$ cat config.mk
export PLATFORM = sky130hd
export DESIGN_NAME = distinct_fifo_queue
export DESIGN_NICKNAME = d
export VERILOG_FILES = /design/src/hdl/dfq_pkg.sv /design/src/hdl/distinct_fifo_queue.sv /design/src/hdl/dfq_ram.sv
export SDC_FILE = /design/constraint.sdc
export NUM_CORES = 1
export LEC_CHECK = 0
export BUFFER_PORTS_ARGS = -buffer_cell sky130_fd_sc_hd__buf_2
export CAP_MARGIN = 10
export CORE_ASPECT_RATIO = 1.4
export CORE_UTILIZATION = 61
export DETAILED_ROUTE_END_ITERATION = 6
export PLACE_DENSITY = 0.82
export SYNTH_ARGS = -nofsm -noshare
export SYNTH_HDL_FRONTEND = slang
export SYNTH_HIERARCHICAL = 1
export SYNTH_SLANG_ARGS = --single-unit
$ cat constraint.sdc
create_clock -name clk -period 5.4 [get_ports clk]
set_input_delay 0.54 -clock clk [delete_from_list [all_inputs] [get_ports clk]]
set_output_delay 0.54 -clock clk [all_outputs]
set_load 0.02 [all_outputs]
$ cat src/hdl/dfq_pkg.sv
package dfq_pkg;

  localparam int DEPTH     = 16;
  localparam int KEY_WIDTH = 32;
  localparam int IDX_W     = (DEPTH > 1) ? $clog2(DEPTH) : 1;
  localparam int CNT_W     = $clog2(DEPTH + 1);

  localparam int OP_W      = 3;
  localparam int KEY_IO_W  = 32;
  localparam int OCC_W     = 5;
  localparam int OCC_LSB   = KEY_IO_W;
  localparam int S_TDATA_W = 32;
  localparam int M_TDATA_W = 40;
  localparam int M_TUSER_W = 2;
  localparam int HIT_BIT   = 0;
  localparam int REF_BIT   = 1;

  localparam logic [OP_W-1:0] OP_ENQ          = 3'd0;
  localparam logic [OP_W-1:0] OP_ENQ_DISTINCT = 3'd1;
  localparam logic [OP_W-1:0] OP_DEQ          = 3'd2;
  localparam logic [OP_W-1:0] OP_CONTAINS     = 3'd3;
  localparam logic [OP_W-1:0] OP_PEEK         = 3'd4;

  typedef logic [IDX_W-1:0]     idx_t;
  typedef logic [CNT_W-1:0]     cnt_t;
  typedef logic [KEY_WIDTH-1:0] key_t;

  function automatic idx_t wrap_inc(input idx_t i);
    return (i == IDX_W'(DEPTH - 1)) ? '0 : i + IDX_W'(1);
  endfunction

endpackage

$ cat src/hdl/distinct_fifo_queue.sv
// channel  dir  tvalid/tready         tdata                          tuser
// s        in   s_tvalid / s_tready   [31:0] key                     [2:0] opcode
// m        out  m_tvalid / m_tready   [31:0] key_out, [36:32] occ    [0] hit, [1] refused
//
// One request at a time. Enqueue and spare opcodes go straight to finish;
// dequeue and peek read the oldest entry in the scan state; contains and
// distinct enqueue make one ring read per entry checked (at least one, at
// most max(1, occupancy), stops on a match), through the single read port.
// Reset (rst, sync) empties the queue; ring contents are not cleared.
// A new request is taken while a result waits; the request completes once
// the output register is free.
module distinct_fifo_queue import dfq_pkg::*; (
  input  logic                 clk,
  input  logic                 rst,
  input  logic                 s_tvalid,
  output logic                 s_tready,
  input  logic [S_TDATA_W-1:0] s_tdata,   // [31:0] key
  input  logic [OP_W-1:0]      s_tuser,   // [2:0] opcode
  output logic                 m_tvalid,
  input  logic                 m_tready,
  output logic [M_TDATA_W-1:0] m_tdata,   // [31:0] key_out, [36:32] occupancy
  output logic [M_TUSER_W-1:0] m_tuser    // [0] hit, [1] refused
);

  localparam logic [1:0] ST_IDLE   = 2'd0;
  localparam logic [1:0] ST_SCAN   = 2'd1;
  localparam logic [1:0] ST_FINISH = 2'd2;

  logic [1:0]       state;
  logic [OP_W-1:0]  op;
  key_t             key;
  key_t             word;
  logic             found;
  idx_t             oldest;
  idx_t             next_free;
  idx_t             scan_idx;
  cnt_t             count;
  cnt_t             checked;

  logic [KEY_IO_W-1:0] out_key;
  logic                out_hit;
  logic                out_refused;
  logic [OCC_W-1:0]    out_occ;

  logic   ram_we;
  idx_t   ram_raddr;
  key_t   ram_rdata;

  logic   accept;
  logic   finish_go;
  logic   do_append;
  logic   full;
  logic   is_search;
  logic   match;

  logic [KEY_IO_W-1:0] res_key;
  logic                res_hit;
  logic                res_refused;
  cnt_t                count_next;
  idx_t                oldest_next;
  idx_t                next_free_next;

  dfq_ram #(.WIDTH(KEY_WIDTH), .DEPTH(DEPTH)) u_ring (
    .clk   (clk),
    .we    (ram_we),
    .waddr (next_free),
    .wdata (key),
    .raddr (ram_raddr),
    .rdata (ram_rdata)
  );

  assign s_tready  = (state == ST_IDLE);
  assign accept    = s_tvalid && s_tready;
  assign ram_raddr = (state == ST_IDLE) ? oldest : scan_idx;
  assign finish_go = (state == ST_FINISH) && (!m_tvalid || m_tready);
  assign full      = (count == CNT_W'(DEPTH));
  assign do_append = (op == OP_ENQ) || ((op == OP_ENQ_DISTINCT) && !found);
  assign ram_we    = finish_go && do_append && !full;
  assign is_search = (op == OP_ENQ_DISTINCT) || (op == OP_CONTAINS);
  assign match     = (checked < count) && (ram_rdata == key);

  always_comb begin
    res_key        = '0;
    res_hit        = 1'b0;
    res_refused    = 1'b0;
    count_next     = count;
    oldest_next    = oldest;
    next_free_next = next_free;
    case (op) inside
      OP_ENQ, OP_ENQ_DISTINCT: begin
        if (op == OP_ENQ_DISTINCT && found) begin
          res_hit = 1'b1;
        end else if (full) begin
          res_refused = 1'b1;
        end else begin
          count_next     = count + CNT_W'(1);
          next_free_next = wrap_inc(next_free);
        end
      end
      OP_DEQ, OP_PEEK: begin
        if (count != '0) begin
          res_key = KEY_IO_W'(word);
          res_hit = 1'b1;
          if (op == OP_DEQ) begin
            count_next  = count - CNT_W'(1);
            oldest_next = wrap_inc(oldest);
          end
        end
      end
      OP_CONTAINS: begin
        res_hit = found;
      end
      default: begin
      end
    endcase
  end

  always_ff @(posedge clk) begin
    if (rst) begin
      state     <= ST_IDLE;
      oldest    <= '0;
      next_free <= '0;
      count     <= '0;
      m_tvalid  <= 1'b0;
    end else begin
      if (finish_go) begin
        m_tvalid <= 1'b1;
      end else if (m_tready) begin
        m_tvalid <= 1'b0;
      end
      unique case (state)
        ST_IDLE: begin
          if (accept) begin
            op       <= s_tuser;
            key      <= s_tdata[KEY_WIDTH-1:0];
            found    <= 1'b0;
            checked  <= '0;
            scan_idx <= wrap_inc(oldest);
            if (s_tuser == OP_ENQ || s_tuser > OP_PEEK) begin
              state <= ST_FINISH;
            end else begin
              state <= ST_SCAN;
            end
          end
        end
        ST_SCAN: begin
          if (!is_search) begin
            word  <= ram_rdata;
            state <= ST_FINISH;
          end else begin
            found    <= found || match;
            checked  <= checked + CNT_W'(1);
            scan_idx <= wrap_inc(scan_idx);
            if (match || (checked + CNT_W'(1) >= count)) begin
              state <= ST_FINISH;
            end
          end
        end
        ST_FINISH: begin
          if (finish_go) begin
            out_key     <= res_key;
            out_hit     <= res_hit;
            out_refused <= res_refused;
            out_occ     <= OCC_W'(count_next);
            count       <= count_next;
            oldest      <= oldest_next;
            next_free   <= next_free_next;
            state       <= ST_IDLE;
          end
        end
        default: begin
          state <= ST_IDLE;
        end
      endcase
    end
  end

  assign m_tdata = {(M_TDATA_W - OCC_W - KEY_IO_W)'(0), out_occ, out_key};
  assign m_tuser = {out_refused, out_hit};

endmodule

$ cat src/hdl/dfq_ram.sv
module dfq_ram #(
  parameter int WIDTH = 32,
  parameter int DEPTH = 16,
  localparam int ADDR_W = (DEPTH > 1) ? $clog2(DEPTH) : 1
) (
  input  logic                    clk,
  input  logic                    we,
  input  logic [ADDR_W-1:0]       waddr,
  input  logic [WIDTH-1:0]        wdata,
  input  logic [ADDR_W-1:0]       raddr,
  output logic [WIDTH-1:0]        rdata
);

  logic [WIDTH-1:0] mem [DEPTH];

  always_ff @(posedge clk) begin
    if (we) begin
      mem[waddr] <= wdata;
    end
    rdata <= mem[raddr];
  end

endmodule

==> metrics.log <==
INFO  metric vias_per_cell = 6.59
INFO  metric ys_top_cells_by_area = edfxtp_1, mux4_2, dfxtp_1
INFO  metric antenna_found_initial = 1
INFO  metric globalRouteOverflowTotal = 0
INFO  metric place.detailed.hpwl = 30,500 um
INFO  metric synth_top_area_share = between 70% and 80%
INFO  metric final_antenna_net_count = 0
INFO  metric final.setup.tns = 0 ns
INFO  metric synth_most_common_cell = edfxtp_1
INFO  metric timing.clock.skew = 0.0194 ns
INFO  metric post_cts_hold_buffer_count = 0
INFO  metric path_class_of_the_lowest_slack_min_delay_path = input port to flop
INFO  metric groute.usage.overall = 27.4%
INFO  metric worst_skew_pair.late_latency = 0.60 ns
INFO  metric wire_per_inst = 29.3 um
INFO  metric preCtsSetupSlack = 2.05 ns
INFO  metric cts_htree_levels = 2
INFO  metric critPathMostFrequentCell = nor2_4
INFO  metric setup_viol = 0
INFO  metric drv_cap = 0
INFO  metric design_power_total = 11.7 mW
INFO  metric core_area = just over 40,000 um^2
INFO  metric power_leakage = 9.16 nW
INFO  metric number_of_global_route_vias_before_repair = about 13,000
INFO  metric number_of_fill_cells_in_the_layout = 2,358
INFO  metric yosysTopAreaCell = edfxtp_1
INFO  metric maxClockFrequency = approximately 0.29 GHz
INFO  metric finalWirelength = 56,500 um
INFO  metric routabilityCongestion = 0.853
INFO  metric grt_max_degree = 66
INFO  metric yosys_register_bits = 676
INFO  metric clock_pin_slew_on_the_worst_setup_and_hold_paths = around 0.070 ns
INFO  metric max-slew-margin-rel = 16.8%
INFO  metric finish.instance_area = 28,500 um^2
INFO  metric chipHeight = ~240 um
INFO  metric avgSynthCellArea = 20.6 um^2
INFO  metric clock-sinks = ~680
INFO  metric final_max_slew_viol_count = 0
INFO  metric vias = 12,700
INFO  metric final_nets = 1,402
INFO  metric ys_types = 52
INFO  metric worst-path-max-fanout = 23
INFO  metric yosys_warnings = 6
INFO  metric post-cts-setup-buffer-count = 0
INFO  metric postCtsResizedCells = 0
INFO  metric required_time_worst_endpoint = between 5 and 6 ns
INFO  metric min_period_over_period = 63.9%
INFO  metric timing.critical_path.arrival = 3.73 ns
INFO  metric worst_path_class_setup = flop to flop
INFO  metric rsz0062_at_grt = false
INFO  metric start_util = between 60% and 70%
INFO  metric fp-row-count = 88
INFO  metric drtPass1Iterations = 5
INFO  metric cp_slowest_stage_delay = 0.97 ns
INFO  metric least_setup_slack_across_all_paths_after_layout = 1.95 ns
INFO  metric syn-instance-count = 1,240
INFO  metric run_status = completed
INFO  metric numPlacedInstances = 1,828
INFO  metric layout.core_utilization = 69.3%
INFO  metric path_cells = clkinv_1 > nand4_1 > nand2_1 > nor2_4 > nand3b_1 > nor2_4 > buf_4
INFO  metric yosys_most_used_dff = edfxtp_1
INFO  metric floorplan.die.width = between 150 and 200 um
INFO  metric power.ir.vdd_worst = between 0.0004 and 0.0005 V
INFO  metric synth_edf_count = 628
INFO  metric startpoint_class_of_the_critical_path = flop
INFO  metric cts-buffers-inserted = 57
INFO  metric worst_slew_pin_slew = 1.25 ns
INFO  metric io_pins = 83
INFO  metric portBuffers = 79
INFO  metric slowest_stage = nor2_4
INFO  metric fin_crit = 3.45 ns
INFO  metric synth_area = between 20,000 and 30,000 um^2
INFO  metric detail_route.iter0.violations = 1,178
INFO  metric layout.cells.non_filler = 1,931
INFO  metric cell_area_after_placement = 26,700 um^2
INFO  metric remaining_drc_errors = 0
INFO  metric cts.path.max_buffers = 3
INFO  metric fraction_of_layout_instances_using_a_drive_strength_above_1 = roughly a quarter
INFO  metric seq_area_frac_synth = 77.8%
INFO  metric flow.area_growth_from_synthesis = 12.0%
INFO  metric cts.root.buffer_cell = clkbuf_16
INFO  metric floorplan.die_area = 42,600 um^2
INFO  metric grt_pass1_wl = 83,300 um
INFO  metric worst_hold_slack = 0.114 ns
INFO  metric timing.critical_path.to_type = flop
INFO  metric clock_tree_from_tritoncts = yes
INFO  metric hold_viol = 0
INFO  metric netlist_top_cells_count = edfxtp_1, mux4_2, a22oi_1
INFO  metric cellPowerDensity = 408 nW/um^2
INFO  metric post_synthesis_async_set_or_reset_flop_share = 0%
==> path summary, 6_finish.rpt <==
check | end | start | cells past startpoint | slack [ns]
max | u_ring/mem[10][21]$_DFFE_PP_ | count[2]$_SDFFE_PP0P_ | 7 | 1.95
min | key[6]$_DFFE_PP_ | s_tdata[6] | 1 | 0.11
max reg2reg | u_ring/mem[10][21]$_DFFE_PP_ | count[2]$_SDFFE_PP0P_ | 7 | 1.95
min reg2reg | word[26]$_DFFE_PP_ | u_ring/rdata[26]$_DFF_P_ | 0 | 0.45
==> critical path: cells and delay by family (launching register included) <==
family	cells	cell delay (ns)
AND/OR/NAND/NOR	5	1.97
buffers and inverters	2	0.60
flip-flops	1	0.56
==> logic make-up (layout without fill, tap and decap cells) <==
| logic type | after synthesis | after routing | synth area share (%) |
|---|---|---|---|
| simple gates | 185 | 185 | 3.77 |
| compound gates | 108 | 108 | 2.99 |
| xor+xnor | 43 | 43 | 1.48 |
| flops | 676 | 676 | 77.8 |
| other cells | 1 | 4 | 0.0147 |
| mux | 140 | 140 | 11.8 |
| fa+ha+maj | 16 | 16 | 0.785 |
| buf+inv | 71 | 219 | 1.39 |
==> power breakdown <==
group	internal [mW]	switching, mW
Sequential	5.95	0.212
Clock	2.38	1.78
Combinational	0.579	0.752
Total	8.91	2.75
==> sequential cells by signal, indices dropped and copies added, names as in the netlist, 5 cells and up <==
signal        count
u_ring/mem      512
key              32
out_key          32
u_ring/rdata     32
word             32
checked           5
count             5
out_occ           5
==> metal layers <==
layer / wire length (um) / vias up / track usage, %
met5: 0 / - / 0
met4: 2620 / 0 / 13.3
met3: 4720 / 160 / 4.49
met2: 29400 / 807 / 46.7
met1: 19700 / 6533 / 34.3
li1: - / 5228 / -
==> cell type report <==
cell class	instances	area, um^2	area share [%]
multi-input cells	495	5500	19.3
repair buffers	104	646	2.26
clock inverters	25	352	1.23
flip-flops and latches	676	19800	69.4
well taps	540	676	2.37
clock buffers	77	1500	5.26
diodes	1	2.50	0.00877
inverters	13	48.8	0.171
==> cell usage in the layout, fill, tap and decap left out, drive strengths merged, types with 5 or more instances in the layout <==
master,netlist,routed
nor2,37,37
xor2,32,32
a22oi,64,64
dfxtp,48,48
clkbuf,23,77
a211oi,5,5
o21ai,9,9
nand2b,8,8
and2,35,35
bufinv,0,9
a21oi,14,14
clkinv,1,15
mux2,5,5
ha,16,16
mux2i,7,7
edfxtp,628,628
inv,12,13
nand2,61,61
nor4,7,7
nor2b,8,8
nor3,10,10
nand3,8,8
buf,35,104
mux4,128,128
xnor2,11,11
Power figures use the tool's default switching activity.
